--- config.mk ---
export PLATFORM = sky130hd
export DESIGN_NAME = fsc_cell
export DESIGN_NICKNAME = d
export VERILOG_FILES = /design/src/sv/fsc_pkg.sv /design/src/sv/fsc_cell.sv
export SDC_FILE = /design/constraint.sdc
export NUM_CORES = 1
export LEC_CHECK = 0
export ABC_AREA = 1
export BUFFER_PORTS_ARGS = -buffer_cell sky130_fd_sc_hd__buf_2
export CAP_MARGIN = 20
export CORE_UTILIZATION = 39
export DETAILED_ROUTE_END_ITERATION = 8
export PLACE_DENSITY = 0.68
export SYNTH_ARGS = -nofsm -noshare
export SYNTH_HDL_FRONTEND = slang
export SYNTH_SLANG_ARGS = --single-unit
--- constraint.sdc ---
create_clock -name i_clk -period 0.9 [get_ports i_clk]
set_input_delay 0.045 -clock i_clk [delete_from_list [all_inputs] [get_ports i_clk]]
set_output_delay 0.045 -clock i_clk [all_outputs]
set_load 0.01 [all_outputs]
--- src/sv/fsc_pkg.sv ---
// Shared types and constants for the frustum sphere culling block.
package fsc_pkg;

    localparam int FRAC_BITS_DEF = 16;
    localparam int NUM_PLANES    = 6;

    localparam logic [1:0] REQ_WRITE   = 2'd0;
    localparam logic [1:0] REQ_REBUILD = 2'd1;
    localparam logic [1:0] REQ_TEST    = 2'd2;

    localparam logic [31:0] NORM_ONE = 32'h4000_0000;

    // One frustum plane: normal in Q2.30, offset in Q16.16.
    typedef struct packed {
        logic signed [31:0] nx;
        logic signed [31:0] ny;
        logic signed [31:0] nz;
        logic signed [31:0] off;
    } t_plane;

    // Plane generator status toward the top level.
    typedef struct packed {
        logic beat;  // a finished plane is on the plane bus
        logic done;  // last plane of the rebuild
    } t_pg_stat;

    function automatic logic [32:0] mag33(input logic signed [32:0] v);
        mag33 = v[32] ? 33'(-v) : 33'(v);
    endfunction

    function automatic logic signed [31:0] sat33(input logic signed [32:0] v);
        if (v > 33'sh0_7FFF_FFFF) begin
            sat33 = 32'sh7FFF_FFFF;
        end else if (v < -33'sh0_8000_0000) begin
            sat33 = 32'sh8000_0000;
        end else begin
            sat33 = v[31:0];
        end
    endfunction

endpackage

--- src/sv/fsc_cell.sv ---
// One plane cell of the plane chain.
module fsc_cell (
    input  logic            i_clk,
    input  logic            i_rst_n,
    input  logic            i_shift,
    input  fsc_pkg::t_plane i_plane,
    output fsc_pkg::t_plane o_plane
);

    fsc_pkg::t_plane r_plane;

    always_ff @(posedge i_clk) begin
        if (!i_rst_n) begin
            r_plane <= '0;
        end else if (i_shift) begin
            r_plane <= i_plane;
        end
    end

    assign o_plane = r_plane;

endmodule

==> summary.md <==
| Metric | Value |
|---|---|
| Setup crit end kind | primary output |
| 1st-pass router iterations | 5 |
| Area of the multi-input gates | 0.00192 sq mm |
| Crit Path Class | flop to primary output |
| MaxCap Viol Count | 0 |
| FF+latch area | 0.00272 sq mm |
| Synth top area share | 0.494 |
| Violated checks | negative setup slack |
| Reg2reg end | o_plane[99]$_SDFFE_PN0P_ |
| CP delay by family, top | flip-flops |
| Diodes inserted | 0 |
| IO Port Bufs | 258 |
| Synth warnings | 0 |
| Slowest stage cell on the critical path | dfxtp_2 |
| Status | finished with violations |
| Syn nets | 941 |
| Largest net degree at the start of global routing | 59 |
| CTS Root Cell | clkbuf_16 |
| Slew HR | 0.823 |
| Die Wd | 117 microns |
| Final min period | 917 ps |
| Pins over their slew limit | 0 |
| Remaining DRCs | 0 |
| Clock latency on the worst-skew pair | 410 ps |
| Worst Path Buf+Inv | 1 |
| First-pass GRT wire length | 29.5 mm |
| Routed len/inst | 14.1 microns |
| DRT iter0 DRCs | 543 |
| Mean number of vias per cell | 4.51 |
| Antenna violations before repair | 0 |
| Mapped Area | 0.00518 sq mm |
| Clock skew | 0 ps |
| P_leak | 5.28 nW |
| Post-synth ARST share | 0 |
| Max reg flops | 128 |
| CTS Buf Count | 17 |
| WP data required | 850 ps |
| Crit path largest cell delay | 350 ps |
| Worst R2R Path Depth | 4 |
| Layout cells sized above 1 | 0.368 |
| Post-synth EDFFs | 0 |
| Avg Inst Size Synth | 6.40 sq um |
| DRT antenna net count | 0 |
| Clock sink count | 128 |
| Row count | 41 |
| CP arrival | 870 ps |
| Final WS setup | -17.3 ps |
| Hold/Removal Path Class | input port to flop |
| Top cells by count, synth | 256 x nand2_1, 256 x nor2_1, 128 x dfxtp_1, 128 x inv_1, 38 x buf_2 |
| Endpoints failing setup | 22 |
| Core footprint | 0.0128 sq mm |
| RSZ-0062 raised after global routing | yes |
| Synth Flop Type | dfxtp_1 |
| Final period utilization | 1.02 |
| Worst Setup EP | o_plane[45] |
| DIE AREA | 0.0138 sq mm |
| Netlist cell types | 6 |
| Boundary Pins | 259 |
| Post-route setup TNS | -149 ps |
| Final Hold Fails | 0 |
| Fillcell total | 783 |
| Worst Tran Pin Value | 265 ps |
| CTS tree | yes |
| GRT overflow | 0 |
| CP cell instances | buf_6 |
| Synth area leader | dfxtp_1 |
| CP startpoint kind | flop |
| Stages on worst setup path | 1 |
| DP Area | 0.00664 sq mm |
| Pwr/cell area | 1750 mW/mm^2 |
| Clock Pin Slew Worst Setup and Hold Paths | 60 ps |
| Final instance area | 0.00965 sq mm |
| Clock tree buffer depth | 2 |
| Post-Syn Instances | 810 |
| CP Max Fanout | 2 |
| DP HPWL | 8.98 mm |
| Total length of routed wires | 19.6 mm |
| Synth Register Bits | 128 |
| Placer Congestion | 0.839 |
| Peak supply drop | 1.00 mV |
| Largest cells by area after synthesis | dfxtp_1 49%, nand2_1 19%, nor2_1 19% |
| Vias | 6259 |
| Vert. Die Dim | 117 microns |
| Sequential fraction of the synthesis area | 0.494 |
| Fmax | 1.09 GHz |
| Vias in the first global route | 6278 |
| Worst hold slack | 115 ps |
| Worst Setup SP | o_plane[45]$_SDFFE_PN0P_ |
| Nets | 1335 |
| H-tree Lvls | 4 |
| Area grow syn2layout | 86.1% |
| Worst reg2reg startpoint | o_plane[99]$_SDFFE_PN0P_ |
| Initial core utilization | 0.406 |
| All-Layer GR Usage | 0.268 |
| Reg2Reg Setup Slack | 20 ps |
-- where the power goes --
group | leakage (nW) | switching (mW) | internal [mW]
sequential | 1.10 | 0.301 | 6.16
combinational | 3.88 | 1.38 | 1.73
clock | 0.298 | 2.54 | 4.75
-- through the flow --
stage | setup WS [ps] | total power [mW] | cells | utilization
2_1_floorplan | 287 | 7.48 | 810 | -
3_3_place_gp | 136 | 8.33 | 1209 | 0.520
3_5_place_dp | 120 | 8.35 | 1209 | 0.520
4_1_cts | -30.4 | 16.6 | 1372 | 0.746
5_1_grt | -46.9 | 17.5 | 1388 | 0.756
6_report | -17.3 | 16.9 | 1388 | 0.756
-- cells by family (layout without fill, tap and decap cells) --
| group | count (synthesis) | count (layout) | share of synthesized area |
|---|---|---|---|
| simple gates | 512 | 512 | 0.371 |
| buf+inv | 170 | 576 | 0.135 |
| flops | 128 | 128 | 0.494 |
-- worst register-to-register path: cells and delay by family, from the launching register on --
| kind | cells | cell delay, ps |
|---|---|---|
| flip-flops | 1 | 320 |
| AND/OR/NAND/NOR | 2 | 190 |
| buffers and inverters | 2 | 260 |
-- timing repair --
action,4_1_cts,5_1_grt
hold buffers,128,0
gates cloned,0,0
pin swaps,0,0
setup buffers,4,16
resized for setup,256,1
hold endpoints to repair,128,0
setup endpoints to repair,128,128
-- how the worst min path moves through the flow --
stage | slack [ps] | cells after the start | endpoint | from
global placement | 330 | 5 | o_plane[32]$_SDFFE_PN0P_ | i_plane[32]
detailed placement | 340 | 5 | o_plane[42]$_SDFFE_PN0P_ | i_plane[42]
CTS | 90 | 4 | o_plane[100]$_SDFFE_PN0P_ | i_rst_n
finish | 120 | 4 | o_plane[1]$_SDFFE_PN0P_ | i_rst_n
floorplan | 230 | 4 | o_plane[0]$_SDFFE_PN0P_ | i_plane[0]
global route | 130 | 4 | o_plane[92]$_SDFFE_PN0P_ | i_rst_n
-- cell usage in the layout (no fill, tap or decap) --
cell type	n
bufinv_16	4
buf_4	26
nor2_1	255
clkinvlp_4	3
nor2_2	1
clkbuf_1	1
dlygate4sd3_1	128
clkbuf_16	17
dfxtp_2	128
nand2_1	256
clkbuf_8	2
inv_1	128
clkinv_2	4
buf_6	129
buf_12	6
buf_2	128
-- cell type report --
cell class,count,share of cell area
multi-input cells,512,0.199
clock buffers,20,0.0473
well taps,172,0.0223
clock inverters,11,0.0169
inverters,128,0.0498
repair buffers,417,0.382
flip-flops and latches,128,0.282
-- layer usage --
| metal | track usage | part of all wire |
|---|---|---|
| met1 | 0.271 | 0.37 |
| met2 | 0.467 | 0.50 |
| met3 | 0.0866 | 0.081 |
| met4 | 0.180 | 0.052 |
| met5 | 0 | 0 |
Note: power is estimated with default switching activity, not from simulation.
