**src/sv/fsc_pkg.sv**
```systemverilog
// Shared types and constants for the frustum sphere culling block.
package fsc_pkg;

    localparam int FRAC_BITS_DEF = 16;
    localparam int NUM_PLANES    = 6;

    localparam logic [1:0] REQ_WRITE   = 2'd0;
    localparam logic [1:0] REQ_REBUILD = 2'd1;
    localparam logic [1:0] REQ_TEST    = 2'd2;

    localparam logic [31:0] NORM_ONE = 32'h4000_0000;

    // One frustum plane: normal in Q2.30, offset in Q16.16.
    typedef struct packed {
        logic signed [31:0] nx;
        logic signed [31:0] ny;
        logic signed [31:0] nz;
        logic signed [31:0] off;
    } t_plane;

    // Plane generator status toward the top level.
    typedef struct packed {
        logic beat;  // a finished plane is on the plane bus
        logic done;  // last plane of the rebuild
    } t_pg_stat;

    function automatic logic [32:0] mag33(input logic signed [32:0] v);
        mag33 = v[32] ? 33'(-v) : 33'(v);
    endfunction

    function automatic logic signed [31:0] sat33(input logic signed [32:0] v);
        if (v > 33'sh0_7FFF_FFFF) begin
            sat33 = 32'sh7FFF_FFFF;
        end else if (v < -33'sh0_8000_0000) begin
            sat33 = 32'sh8000_0000;
        end else begin
            sat33 = v[31:0];
        end
    endfunction

endpackage

```
**src/sv/fsc_planegen.sv**
```systemverilog
// Matrix store and plane rebuild engine: sums, isqrt and restoring divides.
module fsc_planegen #(
    parameter int FRAC_BITS = fsc_pkg::FRAC_BITS_DEF
) (
    input  logic              i_clk,
    input  logic              i_rst_n,
    input  logic              i_wr_en,
    input  logic [3:0]        i_wr_idx,
    input  logic [31:0]       i_wr_val,
    input  logic              i_go,
    output fsc_pkg::t_plane   o_plane,
    output fsc_pkg::t_pg_stat o_stat
);

    typedef enum logic [2:0] {
        S_IDLE, S_LOAD, S_SQ, S_SQRT, S_DLOAD, S_DIV, S_EMIT
    } t_state;

    t_state              r_state;
    logic [31:0]         r_mem [16];
    logic [15:0]         r_mvalid;
    logic [31:0]         r_rdata;
    logic [2:0]          r_p;
    logic [6:0]          r_cnt;
    logic [1:0]          r_k;
    logic signed [32:0]  r_m3;
    logic signed [32:0]  r_a [4];
    logic [1:0]          r_sh;
    logic [63:0]         r_acc;
    logic [33:0]         r_rem;
    logic [31:0]         r_root;
    logic [33:0]         r_den;
    logic [63:0]         r_num;
    logic [63:0]         r_q;
    logic signed [31:0]  r_pl [4];

    logic [1:0]  w_col;
    logic [3:0]  w_addr;
    logic [2:0]  w_prev;
    logic        w_plus;
    logic [32:0] w_mag0, w_mag1, w_mag2, w_mx, w_magk;
    logic [30:0] w_t;
    logic [35:0] w_sq_rem, w_sq_trial;
    logic [34:0] w_d_rem;
    logic [31:0] w_res;
    logic        w_neg;

    assign w_plus = ~r_p[0];
    assign w_col  = r_cnt[0] ? r_p[2:1] : 2'd3;
    assign w_addr = {r_cnt[2:1], w_col};
    assign w_prev = 3'(r_cnt - 7'd1);

    assign w_mag0 = fsc_pkg::mag33(r_a[0]);
    assign w_mag1 = fsc_pkg::mag33(r_a[1]);
    assign w_mag2 = fsc_pkg::mag33(r_a[2]);
    assign w_mx   = (w_mag0 > w_mag1) ? ((w_mag0 > w_mag2) ? w_mag0 : w_mag2)
                                      : ((w_mag1 > w_mag2) ? w_mag1 : w_mag2);
    assign w_magk = fsc_pkg::mag33(r_a[r_k]);
    // squaring steps k = 1..3 take normal components 0..2
    assign w_t    = 31'(fsc_pkg::mag33(r_a[r_k - 2'd1]) >> r_sh);

    assign w_sq_rem   = {r_rem, r_acc[63:62]};
    assign w_sq_trial = {2'b00, r_root, 2'b01};
    assign w_d_rem    = {r_rem, r_num[63]};

    // Signed, clamped result of the finished divide.
    always_comb begin
        w_neg = r_a[r_k][32];
        if (r_k != 2'd3) begin
            w_res = (r_q > 64'(fsc_pkg::NORM_ONE)) ? fsc_pkg::NORM_ONE : r_q[31:0];
            w_res = w_neg ? -w_res : w_res;
        end else if (w_neg) begin
            w_res = (r_q > 64'h8000_0000) ? 32'h8000_0000 : 32'(-r_q);
        end else begin
            w_res = (r_q > 64'h7FFF_FFFF) ? 32'h7FFF_FFFF : r_q[31:0];
        end
    end

    always_ff @(posedge i_clk) begin
        if (i_wr_en) begin
            r_mem[i_wr_idx] <= i_wr_val;
        end
        r_rdata <= r_mvalid[w_addr] ? r_mem[w_addr] : 32'd0;
    end

    always_ff @(posedge i_clk) begin
        if (!i_rst_n) begin
            r_state  <= S_IDLE;
            r_mvalid <= '0;
            r_p      <= '0;
            r_cnt    <= '0;
            r_k      <= '0;
        end else begin
            if (i_wr_en) begin
                r_mvalid[i_wr_idx] <= 1'b1;
            end
            unique case (r_state)
                S_IDLE: begin
                    if (i_go) begin
                        r_p     <= '0;
                        r_cnt   <= '0;
                        r_state <= S_LOAD;
                    end
                end
                S_LOAD: begin
                    if (r_cnt != 7'd0) begin
                        if (!w_prev[0]) begin
                            r_m3 <= 33'($signed(r_rdata));
                        end else if (w_plus) begin
                            r_a[w_prev[2:1]] <= r_m3 + 33'($signed(r_rdata));
                        end else begin
                            r_a[w_prev[2:1]] <= r_m3 - 33'($signed(r_rdata));
                        end
                    end
                    if (r_cnt == 7'd8) begin
                        r_cnt   <= '0;
                        r_k     <= '0;
                        r_acc   <= '0;
                        r_state <= S_SQ;
                    end else begin
                        r_cnt <= r_cnt + 7'd1;
                    end
                end
                S_SQ: begin
                    if (r_k == 2'd0) begin
                        // shift search only needs the first step, k = 0
                        r_sh  <= w_mx[32] ? 2'd2 : (w_mx[31] ? 2'd1 : 2'd0);
                        r_k   <= 2'd1;
                    end else begin
                        r_acc <= r_acc + 64'(w_t) * 64'(w_t);
                        if (r_k == 2'd3) begin
                            r_k     <= '0;
                            r_cnt   <= '0;
                            r_rem   <= '0;
                            r_root  <= '0;
                            r_state <= S_SQRT;
                        end else begin
                            r_k <= r_k + 2'd1;
                        end
                    end
                end
                S_SQRT: begin
                    r_acc <= {r_acc[61:0], 2'b00};
                    if (w_sq_rem >= w_sq_trial) begin
                        r_rem  <= 34'(w_sq_rem - w_sq_trial);
                        r_root <= {r_root[30:0], 1'b1};
                    end else begin
                        r_rem  <= w_sq_rem[33:0];
                        r_root <= {r_root[30:0], 1'b0};
                    end
                    if (r_cnt == 7'd31) begin
                        r_state <= S_DLOAD;
                    end
                    r_cnt <= r_cnt + 7'd1;
                end
                S_DLOAD: begin
                    if (r_root == 32'd0) begin
                        r_pl[0] <= '0;
                        r_pl[1] <= '0;
                        r_pl[2] <= '0;
                        r_pl[3] <= fsc_pkg::sat33(r_a[3]);
                        r_state <= S_EMIT;
                    end else begin
                        r_den   <= 34'(r_root) << r_sh;
                        r_num   <= (r_k == 2'd3) ? (64'(w_magk) << FRAC_BITS)
                                                 : (64'(w_magk) << 30);
                        r_rem   <= '0;
                        r_q     <= '0;
                        r_cnt   <= '0;
                        r_state <= S_DIV;
                    end
                end
                S_DIV: begin
                    if (r_cnt == 7'd64) begin
                        r_pl[r_k] <= w_res;
                        r_k       <= r_k + 2'd1;
                        r_state   <= (r_k == 2'd3) ? S_EMIT : S_DLOAD;
                    end else begin
                        r_num <= {r_num[62:0], 1'b0};
                        if (w_d_rem >= {1'b0, r_den}) begin
                            r_rem <= 34'(w_d_rem - {1'b0, r_den});
                            r_q   <= {r_q[62:0], 1'b1};
                        end else begin
                            r_rem <= w_d_rem[33:0];
                            r_q   <= {r_q[62:0], 1'b0};
                        end
                        r_cnt <= r_cnt + 7'd1;
                    end
                end
                S_EMIT: begin
                    r_k   <= '0;
                    r_cnt <= '0;
                    r_p   <= r_p + 3'd1;
                    r_state <= (r_p == 3'(fsc_pkg::NUM_PLANES - 1)) ? S_IDLE : S_LOAD;
                end
                default: r_state <= S_IDLE;
            endcase
        end
    end

    assign o_plane.nx  = r_pl[0];
    assign o_plane.ny  = r_pl[1];
    assign o_plane.nz  = r_pl[2];
    assign o_plane.off = r_pl[3];
    assign o_stat.beat = (r_state == S_EMIT);
    assign o_stat.done = (r_state == S_EMIT) && (r_p == 3'(fsc_pkg::NUM_PLANES - 1));

endmodule

```
**config.mk**
```make
export PLATFORM = sky130hd
export DESIGN_NAME = fsc_planegen
export DESIGN_NICKNAME = d
export VERILOG_FILES = /design/src/sv/fsc_pkg.sv /design/src/sv/fsc_planegen.sv
export SDC_FILE = /design/constraint.sdc
export NUM_CORES = 2
export LEC_CHECK = 0
export ABC_AREA = 1
export BUFFER_PORTS_ARGS = -buffer_cell sky130_fd_sc_hd__buf_2
export CAP_MARGIN = 10
export CORE_MARGIN = 5
export CORE_UTILIZATION = 40
export DETAILED_ROUTE_END_ITERATION = 16
export PLACE_DENSITY_LB_ADDON = 0.12
export SLEW_MARGIN = 20
export SYNTH_ARGS = -nofsm -noshare
export SYNTH_HDL_FRONTEND = slang
export SYNTH_SLANG_ARGS = --single-unit
```
**constraint.sdc**
```tcl
create_clock -name i_clk -period 10.9 [get_ports i_clk]
set_input_delay 2.18 -clock i_clk [delete_from_list [all_inputs] [get_ports i_clk]]
set_output_delay 2.18 -clock i_clk [all_outputs]
set_load 0.1 [all_outputs]
```
==> impl_results.md <==
* Status: complete, no violations
* Placed cell areas at 95,900 sq um
* Nets at 11.5k
* Fin util at 0.445
* Actual slew at the worst max-slew pin at 1.33 ns
* DPL Wire Length at 250,000 um
* Final WS setup at 0.249 ns
* Worst-path maximum fanout at 32
* Dpl ws at -0.0515 ns
* Slew HR at 0.105
* Clock Skew at 0.0579 ns
* Fin. Hold Viols at 0
* R2R Path Start: r_k[0]$_SDFFE_PN0P_
* Synthesis-to-finish area growth at 10.7%
* Via count at 72.8k
* Yosys top cell by area: edfxtp_1
* Max frequency at 93.9 MHz
* Die Span Y at 488 um
* Hold_ws at 0.465 ns
* Mean post-synth cell area at 9.07 sq um
* CTS Buffer Depth at 3
* Overflow left after global routing at 0
* CTS buffer count at 143
* Fillers at 22.3k
* Clk_lat worst skew at 0.84 ns
* Final instance area at 101,000 sq um
* CP endpoint kind: flop
* Leading post-synthesis cells by cell area: edfxtp_1 (36%), fa_1 (18%), nand2_1 (7.2%)
* Data arrival, critical path at 11.17 ns
* Post-Route WL at 334,000 um
* Post-route clock period utilization at 0.977
* Vias in the first global route at 74.1k
* Netlist Area Pre-Place at 91,300 sq um
* Top-count cell post-synth: nand2_1
* Startpoint Class: flop
* Yosys reg bits at 1,147
* CTS tree: done
* Critical-path top delay cell: fa_1
* Post-Syn Instances at 10.1k
* R2R cell count at 37
* Clock-pin slew on the worst setup and hold paths at 0.06 ns
* Synth Flop Type: edfxtp_1
* Area of the multi-input gates at 50,500 sq um
* First DRT Iteration DRCs at 6,609
* RePlAce Congestion at 1.00
* Mapped Nets at 11.4k
* Required @ worst endpoint at 11.42 ns
* Core outline area at 227,000 sq um
* Endpoints failing setup at 0
* Yosys warnings at 0
* Largest net degree at the start of global routing at 151
* Number of max-cap violations at 0
* Initial antenna violation count at 16
* DRT antenna net count at 0
* Worst path max stage delay at 0.56 ns
* CP Class: reg -> reg
* R2r endpoint: r_acc[49]$_SDFFCE_PN0P_
* Reg2reg setup slack at 0.25 ns
* Hold Crit Start: r_mvalid[0]$_SDFFE_PN0P_
* Io pins at 170
* FF/Latch Area at 33,800 sq um
* Clk sink count at 1,147
* Share of layout cells above drive strength 1 at 0.0787
* Seq/Total Area, Yosys at 0.370
* Die span in x at 488 um
* DRC viols at 0
* Cell Rows at 175
* Hold Buf Count CTS at 0
* Min-Delay Path Class: reg -> reg
* CTS H-tree lvls at 4
* Hold path depth at 1
* Post-synth cell types at 67
* List of most frequent post-synthesis cells: nand2_1 (1,744), inv_1 (1,403), edfxtp_1 (1,082)
* DR pass1 iterations at 6
* Die footprint at 238,000 sq um
* IO Port Bufs at 169
* Post-synth EDFFs at 1,082
* Clock Root Buffer: clkbuf_16
* Global-route wire length before repair at 492,000 um
* Vias/cell at 5.48
* Async SR Flop Fraction at 0
* All-layer global routing usage at 0.278
* Fin. max-slew vios at 0
* Hold endpoint: r_mvalid[0]$_SDFFE_PN0P_
* Top cell type's share of synthesized area at 0.356
* Initial Util at 0.402
* Unrepaired setup endpoints after global routing: true
* Crit path time final at 10.65 ns
* Wire per inst at 25.1 um
[what timing repair did]
item / 4_1_cts / 5_1_grt
gates resized for setup: 1 / 42
endpoints found under the setup margin: 1 / 25
setup buffers: 0 / 9
cloned: 0 / 0
[flip-flops by register name, summed over array words and instances (netlist names), named ones only]
signal and flops:
r_a 132, r_acc 64, r_cnt 7, r_den 34
r_k 2, r_m3 32, r_mem 512, r_mvalid 16
r_num 48, r_p 3, r_pl 128, r_q 64
r_rdata 32, r_rem 34, r_root 32, r_sh 2
r_state 3
[cell usage in the layout (no fill, tap or decap), types with 17 or more instances in the layout]
master and n:
xor2_1 184, o211ai_1 35, a21boi_0 17, buf_4 172, clkbuf_16 144, inv_2 55, o22ai_1 114, o21ai_0 778
nor3_1 78, dfxtp_1 59, nor2_4 33, fa_1 812, o21ai_1 37, nor2_1 958, o21bai_1 19, nand2_2 20
nand2_1 1737, nand4_1 91, nor4_1 28, o221ai_1 51, mux2i_1 29, inv_1 1397, xnor2_1 91, buf_2 169
a31oi_1 20, or2_2 28, a21o_1 33, nand3_1 407, a21oi_1 763, edfxtp_1 1082, clkinv_1 25, nand3b_1 38
ha_1 464, nor2_2 36, o21a_1 18, clkbuf_1 26, bufinv_16 17
[metal layers]
metal	routed length, um	vias up	track usage
met2	155000	2576	0.451
li1	-	33549	-
met1	140000	36139	0.371
met3	21100	571	0.0404
met5	34	-	0
met4	17400	6	0.122
[cell families (layout without fill, tap and decap cells)]
family,count (synthesis),after routing,synth area share
AND/OR/NAND/NOR,3497,3497,0.160
AO/OA/AOI/OAI,1968,1968,0.118
buffers and inverters,1870,2087,0.0803
adder cells (fa/ha/maj),1276,1276,0.242
flip-flops,1147,1147,0.370
XOR/XNOR,276,276,0.0265
multiplexers,29,29,0.00318
other,0,5,0
[worst max-delay path, delay by kind of cell (launching register included)]
family                     cells  cell delay, ns
buffers and inverters          5            0.78
DFF                            1            0.36
xor gates and xnor gates       1            0.15
adders and majority gates     10            4.97
AOI/OAI and AO/OA              8            2.00
and+or+nand+nor               13            2.02
[worst max path at each step]
stage	startpoint	to	slack (ns)	cells past startpoint
after floorplan	r_k[0]$_SDFFE_PN0P_	r_acc[53]$_SDFFCE_PN0P_	1.81	40
after global placement	r_k[0]$_SDFFE_PN0P_	r_acc[49]$_SDFFCE_PN0P_	0.01	37
after detailed placement	r_k[0]$_SDFFE_PN0P_	r_acc[49]$_SDFFCE_PN0P_	-0.05	37
after CTS	r_k[0]$_SDFFE_PN0P_	r_acc[49]$_SDFFCE_PN0P_	0.02	37
after global routing	r_k[0]$_SDFFE_PN0P_	r_acc[49]$_SDFFCE_PN0P_	-0.02	39
final	r_k[0]$_SDFFE_PN0P_	r_acc[49]$_SDFFCE_PN0P_	0.25	37
[per-stage QoR]
| step | TNS (ns) | instances |
|---|---|---|
| floorplan | 0 | 10063 |
| global placement | 0 | 13020 |
| detailed placement | -0.0515 | 13021 |
| CTS | 0 | 13280 |
| global route | -0.0527 | 13290 |
| finish | 0 | 13294 |
[layout make-up]
cell class                 count  share of cell area
tap                         3009              0.0373
inverter                    1469              0.0549
sequential                  1147               0.335
multi-input combinational   7046               0.500
antenna                        5            0.000124
clock buffer                 174              0.0372
timing repair buffer         359              0.0244
clock inverter                85              0.0119
Power is left out: the tool's default activity adds up to more than one toggle a clock period on the data nets, which glitch-free logic cannot reach.
